### src/hdl/qrdp_pkg.sv
// ----------------------------------------------------------------------------
// QR data placement package
// Types and constants shared by the QR data module placer and masker.
// ----------------------------------------------------------------------------
package qrdp_pkg;

  localparam int COORD_W           = 8;
  localparam int MAX_ALIGN_CENTERS = 7;
  localparam int ALIGN_W           = COORD_W * MAX_ALIGN_CENTERS;
  localparam int CFG_IDX_W         = 3;
  localparam int CFG_DATA_W        = ALIGN_W;
  localparam int BIT_CNT_W         = 3;
  localparam int STEP_W            = 17;
  localparam int OUT_DATA_W        = 24;
  localparam int OUT_USER_W        = 2;

  localparam logic [STEP_W-1:0]  WALK_LIMIT   = 17'd65536;
  localparam logic [COORD_W-1:0] RESET_SIZE   = 8'd21;
  localparam logic [COORD_W-1:0] FINDER_EDGE  = 8'd8;
  localparam logic [COORD_W-1:0] TIMING_POS   = 8'd6;
  localparam logic [COORD_W-1:0] VERSION_SPAN = 8'd11;
  localparam logic [COORD_W-1:0] ALIGN_RADIUS = 8'd2;

  localparam logic [CFG_IDX_W-1:0] CFG_SYMBOL_SIZE   = 3'd0;
  localparam logic [CFG_IDX_W-1:0] CFG_MASK_PATTERN  = 3'd1;
  localparam logic [CFG_IDX_W-1:0] CFG_VERSION_INFO  = 3'd2;
  localparam logic [CFG_IDX_W-1:0] CFG_ALIGN_COUNT   = 3'd3;
  localparam logic [CFG_IDX_W-1:0] CFG_ALIGN_CENTERS = 3'd4;

  typedef enum logic [2:0] {
    MASK_CHECKER    = 3'd0,
    MASK_ROWS       = 3'd1,
    MASK_COLS3      = 3'd2,
    MASK_DIAG3      = 3'd3,
    MASK_BLOCKS     = 3'd4,
    MASK_PROD_SUM   = 3'd5,
    MASK_PROD_PAR   = 3'd6,
    MASK_MIXED_PAR  = 3'd7
  } mask_t;

  typedef enum logic {
    ST_IDLE = 1'b0,
    ST_WALK = 1'b1
  } state_t;

endpackage

### src/hdl/qr_data_module_placer_masker.sv
// ----------------------------------------------------------------------------
// QR data module placer and masker
// Shifts each codeword byte out one bit per cycle along the QR zigzag, save for
// skipped function modules and output stalls, and emits column, row and masked bit.
// ----------------------------------------------------------------------------
// Timing: a taken byte is held in byte_r, and each of its bits is registered at
// the output once the walk reaches a data module and the output slot is free.
// Throughput: one placement step per cycle while the output is not stalled; a
// byte needs a step for each of its bits and one for every function module the
// walk passes over; the next byte is taken in the cycle its predecessor emits its eighth bit.
// Reset: rst_n is synchronous and active low; it restores the register
// defaults and puts the walk at the bottom-right corner of a 21-module symbol.
module qr_data_module_placer_masker (
  input  logic                                 clk,
  input  logic                                 rst_n,
  input  logic                                 cfg_we,
  input  logic [qrdp_pkg::CFG_IDX_W-1:0]       cfg_index,
  input  logic [qrdp_pkg::CFG_DATA_W-1:0]      cfg_wdata,
  input  logic                                 in_tvalid,
  output logic                                 in_tready,
  input  logic [7:0]                           in_tdata,   // data_byte
  input  logic                                 in_tuser,   // start_of_code
  input  logic                                 in_tlast,   // final_byte
  output logic                                 out_tvalid,
  input  logic                                 out_tready,
  output logic [qrdp_pkg::OUT_DATA_W-1:0]      out_tdata,  // col, row, module_bit, zero fill
  output logic [qrdp_pkg::OUT_USER_W-1:0]      out_tuser,  // dropped, code_done
  output logic                                 out_tlast   // last
);

  localparam int CW = qrdp_pkg::COORD_W;

  logic [CW-1:0]                        size_r;
  qrdp_pkg::mask_t                      mask_r;
  logic                                 vers_r;
  logic [2:0]                           acount_r;
  logic [qrdp_pkg::ALIGN_W-1:0]         centers_r;

  qrdp_pkg::state_t                     state_r, state_nxt;
  logic [CW-1:0]                        col_r, col_nxt;
  logic [CW-1:0]                        row_r, row_nxt;
  logic                                 ended_r, ended_nxt;
  logic [7:0]                           byte_r, byte_nxt;
  logic                                 final_r, final_nxt;
  logic [qrdp_pkg::BIT_CNT_W-1:0]       cnt_r, cnt_nxt;
  logic [qrdp_pkg::STEP_W-1:0]          steps_r, steps_nxt;

  logic                                 ov_r;
  logic [CW-1:0]                        ocol_r, orow_r;
  logic                                 obit_r, odrop_r, olast_r, odone_r;

  logic                                 in_fire, slot_ok, emit_req, emit_fire;
  logic                                 emit_drop;
  logic                                 oob, is_func, mask_bit;
  logic [CW-1:0]                        adv_col, adv_row;
  logic [2:0]                           al_use;

  // Remainder by three and the low bit of the quotient for an 8-bit coordinate.
  function automatic logic [2:0] div3(input logic [CW-1:0] v);
    logic [2*CW:0] prod;
    logic [CW-1:0] q;
    logic [CW-1:0] r;
    prod = {1'b0, v} * 17'd171;
    q    = prod[2*CW:9];
    r    = v - CW'(q * 8'd3);
    return {q[0], r[1:0]};
  endfunction

  // Configuration registers.
  always_ff @(posedge clk) begin
    if (!rst_n) begin
      size_r    <= qrdp_pkg::RESET_SIZE;
      mask_r    <= qrdp_pkg::MASK_CHECKER;
      vers_r    <= 1'b0;
      acount_r  <= 3'd0;
      centers_r <= '0;
    end else if (cfg_we) begin
      case (cfg_index)
        qrdp_pkg::CFG_SYMBOL_SIZE:   size_r    <= cfg_wdata[CW-1:0];
        qrdp_pkg::CFG_MASK_PATTERN:  mask_r    <= qrdp_pkg::mask_t'(cfg_wdata[2:0]);
        qrdp_pkg::CFG_VERSION_INFO:  vers_r    <= cfg_wdata[0];
        qrdp_pkg::CFG_ALIGN_COUNT:   acount_r  <= cfg_wdata[2:0];
        qrdp_pkg::CFG_ALIGN_CENTERS: centers_r <= cfg_wdata[qrdp_pkg::ALIGN_W-1:0];
        default: ;
      endcase
    end
  end

  assign al_use = (acount_r > 3'(qrdp_pkg::MAX_ALIGN_CENTERS)) ?
                  3'(qrdp_pkg::MAX_ALIGN_CENTERS) : acount_r;

  // Function module test for the current walk position.
  always_comb begin
    logic [CW:0]   s9, x9, y9;
    logic [CW+1:0] x10, y10, c10;
    logic [qrdp_pkg::MAX_ALIGN_CENTERS-1:0] xin, yin;
    logic          hit;
    s9  = {1'b0, size_r};
    x9  = {1'b0, col_r};
    y9  = {1'b0, row_r};
    x10 = {2'b0, col_r};
    y10 = {2'b0, row_r};
    hit = 1'b0;
    for (int k = 0; k < qrdp_pkg::MAX_ALIGN_CENTERS; k++) begin
      c10    = {2'b0, centers_r[CW*k +: CW]};
      xin[k] = (x10 <= c10 + 10'(qrdp_pkg::ALIGN_RADIUS)) &&
               (x10 + 10'(qrdp_pkg::ALIGN_RADIUS) >= c10);
      yin[k] = (y10 <= c10 + 10'(qrdp_pkg::ALIGN_RADIUS)) &&
               (y10 + 10'(qrdp_pkg::ALIGN_RADIUS) >= c10);
    end
    for (int a0 = 0; a0 < qrdp_pkg::MAX_ALIGN_CENTERS; a0++) begin
      for (int a1 = 0; a1 < qrdp_pkg::MAX_ALIGN_CENTERS; a1++) begin
        if (a0 < int'(al_use) && a1 < int'(al_use) && xin[a0] && yin[a1] &&
            !(a0 == 0 && a1 == 0) &&
            !(a0 == int'(al_use) - 1 && a1 == 0) &&
            !(a0 == 0 && a1 == int'(al_use) - 1)) begin
          hit = 1'b1;
        end
      end
    end
    is_func = hit ||
      (col_r <= qrdp_pkg::FINDER_EDGE && row_r <= qrdp_pkg::FINDER_EDGE) ||
      (col_r <= qrdp_pkg::FINDER_EDGE && y9 + 9'(qrdp_pkg::FINDER_EDGE) >= s9) ||
      (x9 + 9'(qrdp_pkg::FINDER_EDGE) >= s9 && row_r <= qrdp_pkg::FINDER_EDGE) ||
      (col_r == qrdp_pkg::TIMING_POS) || (row_r == qrdp_pkg::TIMING_POS) ||
      (vers_r && col_r < qrdp_pkg::TIMING_POS &&
       y9 + 9'(qrdp_pkg::VERSION_SPAN) >= s9) ||
      (vers_r && row_r < qrdp_pkg::TIMING_POS &&
       x9 + 9'(qrdp_pkg::VERSION_SPAN) >= s9);
  end

  // Mask value for the current walk position.
  always_comb begin
    logic [2:0] dx, dy;
    logic [2:0] sum3, prd3;
    logic [1:0] sr, pr;
    logic       p1;
    dx   = div3(col_r);
    dy   = div3(row_r);
    sum3 = {1'b0, dx[1:0]} + {1'b0, dy[1:0]};
    prd3 = 3'(dx[1:0] * dy[1:0]);
    sr   = (sum3 >= 3'd3) ? 2'(sum3 - 3'd3) : sum3[1:0];
    pr   = (prd3 >= 3'd3) ? 2'(prd3 - 3'd3) : prd3[1:0];
    p1   = col_r[0] & row_r[0];
    case (mask_r)
      qrdp_pkg::MASK_CHECKER:   mask_bit = ~(col_r[0] ^ row_r[0]);
      qrdp_pkg::MASK_ROWS:      mask_bit = ~row_r[0];
      qrdp_pkg::MASK_COLS3:     mask_bit = (dx[1:0] == 2'd0);
      qrdp_pkg::MASK_DIAG3:     mask_bit = (sr == 2'd0);
      qrdp_pkg::MASK_BLOCKS:    mask_bit = ~(dx[2] ^ row_r[1]);
      qrdp_pkg::MASK_PROD_SUM:  mask_bit = !p1 && (pr == 2'd0);
      qrdp_pkg::MASK_PROD_PAR:  mask_bit = ~(p1 ^ pr[0]);
      qrdp_pkg::MASK_MIXED_PAR: mask_bit = ~(col_r[0] ^ row_r[0] ^ pr[0]);
      default:                  mask_bit = 1'b0;
    endcase
  end

  // Next position along the two-column zigzag.
  always_comb begin
    logic          near_left, down, right_col, at_bottom;
    logic [CW-1:0] sx, dec;
    near_left = (col_r <= qrdp_pkg::TIMING_POS);
    sx        = size_r - col_r - 8'd1;
    down      = near_left ? ~col_r[1] : sx[1];
    right_col = (col_r[0] == near_left);
    at_bottom = ({1'b0, row_r} == ({1'b0, size_r} - 9'd1));
    dec       = col_r - 8'd1;
    adv_col   = dec;
    adv_row   = row_r;
    if (down) begin
      if (!at_bottom && !right_col) begin
        adv_col = col_r + 8'd1;
        adv_row = row_r + 8'd1;
      end
    end else if (row_r != 8'd0) begin
      if (!right_col) begin
        adv_col = col_r + 8'd1;
        adv_row = row_r - 8'd1;
      end
    end else if (dec == qrdp_pkg::TIMING_POS) begin
      adv_col = qrdp_pkg::TIMING_POS - 8'd1;
    end
  end

  assign oob       = (col_r >= size_r) || (row_r >= size_r);
  assign slot_ok   = !ov_r || out_tready;
  assign emit_req  = (state_r == qrdp_pkg::ST_WALK) && (ended_r || oob || !is_func);
  assign emit_drop = ended_r || oob;
  assign emit_fire = emit_req && slot_ok;
  assign in_tready = (state_r == qrdp_pkg::ST_IDLE) ||
                     (emit_fire && cnt_r == qrdp_pkg::BIT_CNT_W'(7));
  assign in_fire   = in_tvalid && in_tready;

  always_comb begin
    state_nxt = state_r;
    col_nxt   = col_r;
    row_nxt   = row_r;
    ended_nxt = ended_r;
    byte_nxt  = byte_r;
    final_nxt = final_r;
    cnt_nxt   = cnt_r;
    steps_nxt = steps_r;
    if (state_r == qrdp_pkg::ST_WALK) begin
      if (emit_fire) begin
        if (emit_drop) begin
          ended_nxt = 1'b1;
        end else begin
          col_nxt = adv_col;
          row_nxt = adv_row;
        end
        byte_nxt  = {byte_r[6:0], 1'b0};
        cnt_nxt   = cnt_r + qrdp_pkg::BIT_CNT_W'(1);
        steps_nxt = '0;
        if (cnt_r == qrdp_pkg::BIT_CNT_W'(7)) begin
          state_nxt = qrdp_pkg::ST_IDLE;
          if (final_r) begin
            ended_nxt = 1'b1;
          end
        end
      end else if (!emit_req) begin
        if (steps_r == qrdp_pkg::WALK_LIMIT) begin
          ended_nxt = 1'b1;
        end else begin
          steps_nxt = steps_r + qrdp_pkg::STEP_W'(1);
          col_nxt   = adv_col;
          row_nxt   = adv_row;
        end
      end
    end
    if (in_fire) begin
      state_nxt = qrdp_pkg::ST_WALK;
      byte_nxt  = in_tdata;
      final_nxt = in_tlast;
      cnt_nxt   = '0;
      steps_nxt = '0;
      if (in_tuser) begin
        col_nxt   = size_r - 8'd1;
        row_nxt   = size_r - 8'd1;
        ended_nxt = 1'b0;
      end
    end
  end

  always_ff @(posedge clk) begin
    if (!rst_n) begin
      state_r <= qrdp_pkg::ST_IDLE;
      col_r   <= qrdp_pkg::RESET_SIZE - 8'd1;
      row_r   <= qrdp_pkg::RESET_SIZE - 8'd1;
      ended_r <= 1'b0;
      final_r <= 1'b0;
      cnt_r   <= '0;
      steps_r <= '0;
    end else begin
      state_r <= state_nxt;
      col_r   <= col_nxt;
      row_r   <= row_nxt;
      ended_r <= ended_nxt;
      final_r <= final_nxt;
      cnt_r   <= cnt_nxt;
      steps_r <= steps_nxt;
    end
  end

  always_ff @(posedge clk) begin
    byte_r <= byte_nxt;
  end

  // Output register.
  always_ff @(posedge clk) begin
    if (!rst_n) begin
      ov_r <= 1'b0;
    end else if (emit_fire) begin
      ov_r <= 1'b1;
    end else if (out_tready) begin
      ov_r <= 1'b0;
    end
  end

  always_ff @(posedge clk) begin
    if (emit_fire) begin
      ocol_r  <= emit_drop ? '0 : col_r;
      orow_r  <= emit_drop ? '0 : row_r;
      obit_r  <= emit_drop ? 1'b0 : (byte_r[7] ^ mask_bit);
      odrop_r <= emit_drop;
      olast_r <= (cnt_r == qrdp_pkg::BIT_CNT_W'(7));
      odone_r <= (cnt_r == qrdp_pkg::BIT_CNT_W'(7)) && final_r;
    end
  end

  assign out_tvalid = ov_r;
  assign out_tdata  = {7'b0, obit_r, orow_r, ocol_r};
  assign out_tuser  = {odone_r, odrop_r};
  assign out_tlast  = olast_r;

  a_drop_zero: assert property (@(posedge clk) disable iff (!rst_n)
    out_tvalid && out_tuser[0] |-> out_tdata[16:0] == 17'd0)
    else $error("dropped bit carries a nonzero position or value");

  a_done_last: assert property (@(posedge clk) disable iff (!rst_n)
    out_tvalid && out_tuser[1] |-> out_tlast)
    else $error("end of code reported before the eighth bit");

  a_take_walk: assert property (@(posedge clk) disable iff (!rst_n)
    in_tvalid && in_tready |=> state_r == qrdp_pkg::ST_WALK && cnt_r == '0)
    else $error("accepted byte did not start a fresh placement");

  a_idle_cnt: assert property (@(posedge clk) disable iff (!rst_n)
    state_r == qrdp_pkg::ST_IDLE |-> cnt_r == '0)
    else $error("bit counter not at zero while idle");

endmodule
### config.mk
export PLATFORM = sky130hd
export DESIGN_NAME = qr_data_module_placer_masker
export DESIGN_NICKNAME = d
export VERILOG_FILES = /design/src/hdl/qrdp_pkg.sv /design/src/hdl/qr_data_module_placer_masker.sv
export SDC_FILE = /design/constraint.sdc
export NUM_CORES = 1
export LEC_CHECK = 0
export ABC_AREA = 1
export BUFFER_PORTS_ARGS = -buffer_cell sky130_fd_sc_hd__buf_2
export CORE_ASPECT_RATIO = 0.5
export CORE_UTILIZATION = 35
export CTS_CLUSTER_DIAMETER = 30
export DETAILED_ROUTE_END_ITERATION = 8
export GPL_TIMING_DRIVEN = 0
export PLACE_DENSITY_LB_ADDON = 0.12
export SLEW_MARGIN = 20
export SYNTH_ARGS = -nofsm -noshare
export SYNTH_HDL_FRONTEND = slang
export SYNTH_SLANG_ARGS = --single-unit
export TNS_END_PERCENT = 10
### constraint.sdc
create_clock -name clk -period 16.9 [get_ports clk]
set_input_delay 0.845 -clock clk [delete_from_list [all_inputs] [get_ports clk]]
set_output_delay 0.845 -clock clk [all_outputs]
set_load 0.1 [all_outputs]
Word-level counts from Yosys, hierarchy flattened --
Index checks and enable logic that the tools add are counted.
Word-level totals: register bits after elaboration 139, output and inout port bits 29, input port bits 74
Operators by class: magnitude comparators 49, equal/unequal tests 26, $add $sub $neg 29, $mul 5, mux-type cells 97, reductions and logical operators 198, bitwise operators 14
Operators by type and width (number):
- two-way mux 8 bit | 26
- logical AND 1 bit | 157
- <= comparator 8 x 9 -> 1 bit | 14
- >= comparator 10 x 8 -> 1 bit | 12
- == test 4 x 32 -> 1 bit, first input constant | 3
- adder 8 x 2 -> 9 bit, second input constant | 9
- == test 3 x 32 -> 1 bit, first input constant | 2
- two-way mux 1 bit | 64
- >= comparator 9 x 8 -> 1 bit | 6
- two-way mux 17 bit | 3
- adder 8 x 4 -> 9 bit, second input constant | 4
- == test 2 x 32 -> 1 bit, first input constant | 1
- multiplier 8 x 8 -> 16 bit, second input constant | 2
- == test 8 x 3 -> 1 bit, second input constant | 3
- subtractor 8 x 1 -> 8 bit, second input constant | 3
- == test 3 bit, second input constant | 6
- adder 17 x 1 -> 17 bit, second input constant | 1
- == test 17 bit, second input constant | 1
- adder 8 x 1 -> 8 bit, second input constant | 2
- >= comparator 8 bit | 2
- <= comparator 8 x 4 -> 1 bit, second input constant | 2
- < comparator 8 x 3 -> 1 bit, second input constant | 2
- multiplier 7 x 2 -> 2 bit, second input constant | 2
- AND reduction 2 bit | 7
- 34 further kinds | 84

Depth between registers and ports, before layout --
Gate-level depths: netlist of the first run.
word-level depth 71, mapped depth 38, depth with buffers taken out 37

Least setup slack after synthesis of the first run --
Ideal clock, no wire load.
kind register to register, from register col_r[5], to register obit_r (data pin), setup slack 9.635 ns, data arrival time 7.004 ns, cell stages (with the launch flop) 38, library setup time 0.261 ns, cells stage by stage dfxtp_1 clkbuf_1 inv_1 fa_1 fa_1 inv_1 fa_1 ha_1 nand2_1 inv_1 nand3_1 o221ai_1 or2_2 nand2_1 inv_1 ha_1 inv_1 ha_1 [... 2 more ...] xor2_1 xor2_1 xnor2_1 xor2_1 inv_1 a21oi_1 ha_1 ha_1 a211oi_1 or2_2 nand2_1 or2_2 nand3_1 o211ai_1 a21oi_1 a22oi_1 o21ai_0 a21oi_1
On the way: word-level cells in the longest chain between the ends 10, elaborated cells between the ends (all ways) 26
Ends and longest elaborated chain:
- from (decl) | line qr_data_module_placer_masker.sv:40 | logic [CW-1:0] col_r, col_nxt;
- from (signal assigned) | line qr_data_module_placer_masker.sv:247 | col_r <= qrdp_pkg::RESET_SIZE - 8'd1;
- from (signal assigned) | line qr_data_module_placer_masker.sv:255 | col_r <= col_nxt;
- multiplier 8 x 8 -> 16 bit | line qr_data_module_placer_masker.sv:63 | prod = {1'b0, v} * 17'd171;
- multiplier 7 x 2 -> 2 bit | line qr_data_module_placer_masker.sv:65 | r = v - CW'(q * 8'd3);
- subtractor 2 bit | line qr_data_module_placer_masker.sv:65
- multiplier 2 x 2 -> 3 bit | line qr_data_module_placer_masker.sv:141 | prd3 = 3'(dx[1:0] * dy[1:0]);
- >= comparator 3 x 2 -> 1 bit or subtractor 2 bit (tied branches) | line qr_data_module_placer_masker.sv:143 | pr = (prd3 >= 3'd3) ? 2'(prd3 - 3'd3) : prd3[1:0];
- two-way mux 2 bit | line qr_data_module_placer_masker.sv:143
- zero test 2 bit, or another cell as far along | line qr_data_module_placer_masker.sv:151 | qrdp_pkg::MASK_PROD_SUM: mask_bit = !p1 && (pr == 2'd0);
- logical AND 1 bit, or another cell as far along | line qr_data_module_placer_masker.sv:151
- one-hot mux 1 bit (8 select lines) | line qr_data_module_placer_masker.sv:145 | case (mask_r)
- bitwise XOR 1 bit | line qr_data_module_placer_masker.sv:283 | obit_r <= emit_drop ? 1'b0 : (byte_r[7] ^ mask_bit);
- to (signal assigned) | line qr_data_module_placer_masker.sv:283
- to (decl) | line qr_data_module_placer_masker.sv:50 | logic obit_r, odrop_r, olast_r, odone_r;
Parallel ways exist; a longest one is shown, timed or not. A chain may end at the register's enable or synchronous reset.

Final worst setup path of the first run --
Ends and elaborated chain as after synthesis.

==> results by group, run 1 <==
STA
  • Worst-case clock skew: 0.0130 ns
  • RSZ-0062 raised after global routing: no
  • Final setup fails: 0
  • Final Max Slew Viols: 0
  • Final Hold Vio Count: 0
  • Fin worst setup slack: 7.52 ns
  • Max Freq: approximately 0.11 GHz
  • Worst Max-Slew Pin Slew: ~1.2 ns
  • Tmin final: 9.38 ns
  • Slew headroom: 22.9%
  • TNS Setup: 0 ns
  • Tcrit/Tclk final: 55.5%

Synthesis
  • Area share of the largest cell type after synthesis: 25.3%
  • Most frequent cell after synthesis: nand2_1
  • Mapped Area: 0.0172 sq mm
  • Commonest cells post-synth: nand2_1, ha_1, inv_1, nor2_1, a21oi_1
  • Flops & latches, synth: about 140
  • Main area contributors after synthesis: ha_1, dfxtp_1, nand2_1, inv_1, a21oi_1
  • Post-Syn Instances: 2482
  • Yosys top cell by area: ha_1
  • Distinct cell type count after synthesis: 54
  • Syn avg cell area: slightly below 7 sq um
  • Seq/Total Area, Yosys: 17.8%
  • EDFF count, synth: 28
  • Ys async rst share: 0%
  • Most used DFF post-synth: dfxtp_1
  • Syn. warnings: 0

Layout
  • Fill cells: 5131
  • Area Growth Syn to Fin: 11.6%
  • Post-Layout Inst Area: 0.0192 sq mm
  • Number of diodes: 0
  • Layout cell share with drive strength beyond 1: 7.72%
  • Final Non-Filler Cells: between 3000 and 4000
  • Fin nets: around 3000

Detailed routing
  • Vias: 16700
  • Initial DRC Count: 1404
  • Router iterations before antenna repair: 9
  • Residual DRC: 4
  • Drt wl/cell: 18.9 um
  • Post-route ant nets: 0
  • Total Wirelength: 61.6 mm
  • Vias/cell: approximately 5

Clock tree
  • Clock sinks: between 100 and 150
  • Clock buffer depth: 2
  • CTS root buf: clkbuf_16
  • CTS tree: yes
  • Total CTS buffers: 17
  • Reg clk slew, reported paths: 0.07 ns
  • Post-CTS Hold Fix Bufs: 0
  • Worst-Skew Late Latency: 0.47 ns
  • H-tree depth: 4
  • Post_cts resized: 0
  • Post-CTS Setup Bufs: 0

Power and ir drop
  • Worst IR Drop VDD: 0.107 mV
  • Static leakage: a little over 9 nW
  • Power per Cell Area: about 110 mW/mm^2
  • Overall Power: 2.17 mW

Place
  • Dpl cells: between 3000 and 4000
  • Routability cong.: 0.918
  • Pre-CTS WS: 7.52 ns
  • Dpl hpwl: around 47 mm
  • Placed standard-cell area: 0.0186 sq mm
  • Port-buffer cells: 95

GRT
  • Number of global-route vias before repair: 15600
  • Initial antenna violation count: 1
  • First-pass GRT wire length: 93.7 mm
  • Grt ovf: 0
  • Overall Global Routing Usage: roughly a quarter
  • Largest net degree at the start of global routing: 30

Floorplanning
  • Site row count: 56
  • Die ar.: 0.0500 sq mm
  • Die Wd: 315 um
  • Chip Height: 159 um
  • Initial cell density of the core: a little over a third
  • Core area: 0.0476 sq mm
  • Ports: 103

Setup path
  • CP startpoint kind: register
  • CP Capture Type: register
  • Worst EP arrival: 9.59 ns
  • CP max stage cell: dfxtp_1
  • Kind of critical path: register to register
  • Worst path max stage delay: between 0.9 and 1 ns
  • Most used cell, CP: inv_1
  • Crit path required time: 17.11 ns
  • Worst Path Max Fanout: 11

Status
  • Failing checks: DRC
  • Status: complete, but fails checks

Worst hold path
  • HP Class: register to register

Job
  • Max Cap Viol: 0
## cell families after synthesis
logic type,synth area share (%)
AND/OR/NAND/NOR,25.8
adder cells (fa/ha/maj),27.9
flip-flops,17.8
buffers and inverters,9.41
other,0.0218
XOR/XNOR,5.86
AO/OA/AOI/OAI,13.2
## critical path: cells and delay by family, from the launching register on
kind | cells | cell delay (ns)
fa+ha+maj | 8 | 2.84
simple gates | 9 | 1.55
buf+inv | 7 | 1.36
xor+xnor | 5 | 1.28
compound gates | 8 | 1.17
flops | 1 | 0.94
## state kept, by name (all words and copies together), names as in the netlist, 3 cells and up
register and flops:
steps_r 17, orow_r 8, byte_r 8, col_r 8, ocol_r 8, acount_r 3
centers_r 56, size_r 8, row_r 8, cnt_r 3, mask_r 3
## per-layer routing
layer  vias to the layer above  global-route usage, %  wire length (um)
li1                       8488                      -                 -
met1                      7673                   35.2             30300
met2                       475                   39.8             26100
met3                        92                   3.67              3410
met4                         2                   8.01              1730
met5                         -                      0                20
## stage by stage
| step | utilization (%) | hold WS [ns] |
|---|---|---|
| floorplan | - | 0.443 |
| global placement | 38.8 | 0.454 |
| detailed placement | 39.0 | 0.455 |
| CTS | 40.2 | 0.467 |
| global route | 40.2 | 0.475 |
| finish | 40.2 | 0.465 |
## worst paths after layout
kind / endpoint / slack [ns] / cells after the start / startpoint
hold / removal: steps_r[15]$_SDFFE_PP0P_ / 0.47 / 2 / steps_r[15]$_SDFFE_PP0P_
setup / recovery: obit_r$_SDFFCE_PP0N_ / 7.52 / 37 / col_r[5]$_SDFF_PN0_
setup reg to reg: obit_r$_SDFFCE_PP0N_ / 7.52 / 37 / col_r[5]$_SDFF_PN0_
hold reg to reg: steps_r[15]$_SDFFE_PP0P_ / 0.47 / 2 / steps_r[15]$_SDFFE_PP0P_
## cells in the final DEF (no fill, tap or decap), drive strengths merged, types with 13 or more instances in the layout
cell	Yosys	layout
nand2	555	555
ha	348	348
inv	324	327
nor2	212	212
a21oi	206	206
nand3	150	150
o21ai	146	146
buf	29	126
dfxtp	111	111
xor2	93	93
clkbuf	42	64
nand4	54	54
nor3	31	31
edfxtp	28	28
xnor2	22	22
fa	22	22
o211ai	16	16
clkinv	9	13
## area by class of cell
type	count	area [sq um]	share of cell area (%)
plain buffers	71	362	1.89
well taps	638	798	4.16
clock inverters	10	103	0.535
multi-input cells	1945	12600	65.5
repair buffers	97	510	2.66
flip-flops and latches	139	3070	16.0
clock buffers	22	507	2.64
inverters	333	1260	6.55
## where the power goes
group | switching (mW) | internal, mW
combinational | 0.862 | 0.483
clock | 0.180 | 0.230
sequential | 0.0513 | 0.366
Power figures use the tool's default switching activity.
==> run 2: changes to the inputs <==
==> constraint.sdc (replaced) <==
create_clock -name clk -period 9.22 [get_ports clk]
set_input_delay 0.461 -clock clk [delete_from_list [all_inputs] [get_ports clk]]
set_output_delay 0.461 -clock clk [all_outputs]
set_load 0.1 [all_outputs]
==> run 2 against run 1 <==
  * The run still ends with DRC left
  * Final area about the same
  * Sequential power rose by 84%
  * Cell count barely moved
  * Clock skew increased by 0.0011 ns
  * Maximum frequency is 7.8% higher
  * Setup slack worse by 7.0 ns
  * Largest power group unchanged
  * Highest routed layer unchanged
==> results by group, run 2 (synthesis gave the netlist of run 1 again) <==
Clock tree
  • Total CTS buffers: 17 (unchanged)
  • CTS root buf: clkbuf_16
  • Worst-Skew Late Latency: 0.47 ns (about the same)
  • H-tree depth: 4 (unchanged)
  • Post-CTS Setup Bufs: 0 (unchanged)
  • Clock sinks: 139 (unchanged)
  • CTS tree: yes
  • Reg clk slew, reported paths: 0.07 ns (about the same)
  • Clock buffer depth: 2 (unchanged)

GRT
  • Grt ovf: 0 (unchanged)
  • First-pass GRT wire length: 93.7 mm (about the same)
  • Largest net degree at the start of global routing: 30 (unchanged)
  • Initial antenna violation count: 1 (unchanged)
  • Number of global-route vias before repair: 15600 (-0.0064%)
  • Overall Global Routing Usage: 25.2% (about the same)

STA
  • RSZ-0062 raised after global routing: no
  • Worst-case clock skew: 0.0141 ns (+0.00108 ns)
  • Max Freq: 0.115 GHz (+7.8%)
  • Final Hold Vio Count: 0 (unchanged)
  • Worst Max-Slew Pin Slew: 1.19 ns (+0.0357 ns)
  • Final setup fails: 0 (unchanged)
  • Slew headroom: 20.9% (-1.9 points)
  • Fin worst setup slack: 0.515 ns (-7.00 ns)
  • Tmin final: 8.71 ns (-0.677 ns)
  • Tcrit/Tclk final: 94.4% (+39 points)
  • Final Max Slew Viols: 0 (unchanged)

Power and ir drop
  • Static leakage: 9.11 nW (about the same)
  • Overall Power: 3.99 mW (+83%)
  • Worst IR Drop VDD: 0.196 mV (+83%)
  • Power per Cell Area: 208 mW/mm^2 (+83%)

Layout
  • Number of diodes: 0 (unchanged)
  • Commonest non-fill, non-tap cell in the layout: nand2_1
  • Max reg flops: 56 (unchanged)
  • Sequential cell area: 0.00308 sq mm (+0.24%)
  • Multi-input logic area: 0.0126 sq mm (unchanged)
  • Largest regs: centers_r: 56 flops, steps_r: 17 flops
  • Largest Register: centers_r
  • Fill cells: 5127 (-0.078%)
  • Layout cell share with drive strength beyond 1: 7.91% (+0.19 points)
  • Most frequent cells in the layout: nand2_1, ha_1, inv_1
  • Area Growth Syn to Fin: 11.6% (about the same)
  • Fin nets: 3047 (-0.033%)
  • Core Util, Final: 40.3% (about the same)

Setup path
  • Worst path max stage delay: 0.65 ns (-0.29 ns)
  • Crit path required time: 9.43 ns (-7.68 ns)
  • Critical Path Start: col_r[6]$_SDFF_PN0_
  • CP Capture Type: register
  • CP startpoint kind: register
  • CP max stage cell: dfxtp_2
  • Worst R2R Start: col_r[6]$_SDFF_PN0_
  • Kind of critical path: register to register
  • Worst Path Max Fanout: 10 (-1)
  • Worst EP arrival: 8.92 ns (-0.67 ns)
  • Most used cell, CP: ha_1

Worst hold path
  • HP Class: primary input to register
  • Hold Path Origin: cfg_wdata[4]

Detailed routing
  • Vias: 16800 (+0.17%)
  • Total Wirelength: 61.7 mm (+0.20%)
  • Vias/cell: 5.15 (+0.20%)
  • Initial DRC Count: 1317 (-6.2%)
  • Residual DRC: 5 (+1)
  • Post-route ant nets: 0 (unchanged)
  • Drt wl/cell: 19.0 um (+0.24%)
  • Router iterations before antenna repair: 9 (unchanged)

Status
  • Status: complete, but fails checks
  • Failing checks: DRC

Floorplanning
  • Core area: 0.0476 sq mm (unchanged)
  • Die ar.: 0.0500 sq mm (unchanged)
  • Die Wd: 315 um (unchanged)
  • Initial cell density of the core: 36.1% (unchanged)
  • Chip Height: 159 um (unchanged)
  • Ports: 103 (unchanged)
  • Site row count: 56 (unchanged)

Place
  • Port-buffer cells: 95 (unchanged)
  • Routability cong.: 0.918 (unchanged)
  • Dpl hpwl: 46.5 mm (unchanged)
  • Pre-CTS WS: -0.165 ns (-7.68 ns)

Job
  • Max Cap Viol: 0 (unchanged)
[run 2: final timing paths]
check                                                end  slack, ns  cells after the start
worst max-delay path                obit_r$_SDFFCE_PP0N_       0.51                     36
worst min-delay path              size_r[4]$_SDFFE_PN1P_       0.26                      3
worst max register to register      obit_r$_SDFFCE_PP0N_       0.51                     36
worst min register to register  steps_r[15]$_SDFFE_PP0P_       0.47                      2
[run 2: layout make-up]
| class | instances | area share (%) |
|---|---|---|
| clock buffer | 22 | 2.64 |
| multi-input combinational | 1945 | 65.5 |
| buffer | 70 | 1.87 |
| inverter | 333 | 6.57 |
| tap | 638 | 4.16 |
| sequential | 139 | 16.1 |
| timing repair buffer | 97 | 2.66 |
| clock inverter | 10 | 0.535 |
[run 2: where the power goes]
part | switching [mW] | internal (mW)
clock network | 0.332 | 0.422
logic | 1.58 | 0.886
registers | 0.0965 | 0.672
total | 2.01 | 1.98
[run 2: metal layers]
metal | track usage (%) | part of all wire (%) | routed length (um) | vias to the layer above
met5 | 0 | 0.032 | 20 | -
met4 | 8.01 | 2.8 | 1740 | 2
met3 | 3.67 | 5.5 | 3390 | 91
met2 | 39.8 | 42 | 26200 | 486
met1 | 35.2 | 49 | 30400 | 7689
li1 | - | - | - | 8490
[run 2: what timing repair did]
item	4_1_cts	5_1_grt
endpoints found under the hold margin	0	0
resized for setup	2	4
endpoints found under the setup margin	1	1
cloned	0	0
hold buffers	0	0
[run 2: worst max-delay path, delay by kind of cell, from the launching register on]
kind	cells	cell delay, ns
adders and majority gates	8	2.67
and+or+nand+nor	7	1.40
DFF	1	0.65
AOI/OAI and AO/OA	9	1.31
xor gates and xnor gates	5	1.28
buffers and inverters	7	1.12
[run 2: metrics by stage]
step           instance area, sq um  hold slack, ns  instances  setup TNS, ns
2_1_floorplan                 17200           0.443       2488              0
3_3_place_gp                  18500           0.454       3221         -0.137
3_5_place_dp                  18600           0.455       3223         -0.165
4_1_cts                       19200           0.241       3255              0
5_1_grt                       19200           0.266       3254              0
6_report                      19200           0.265       3254              0
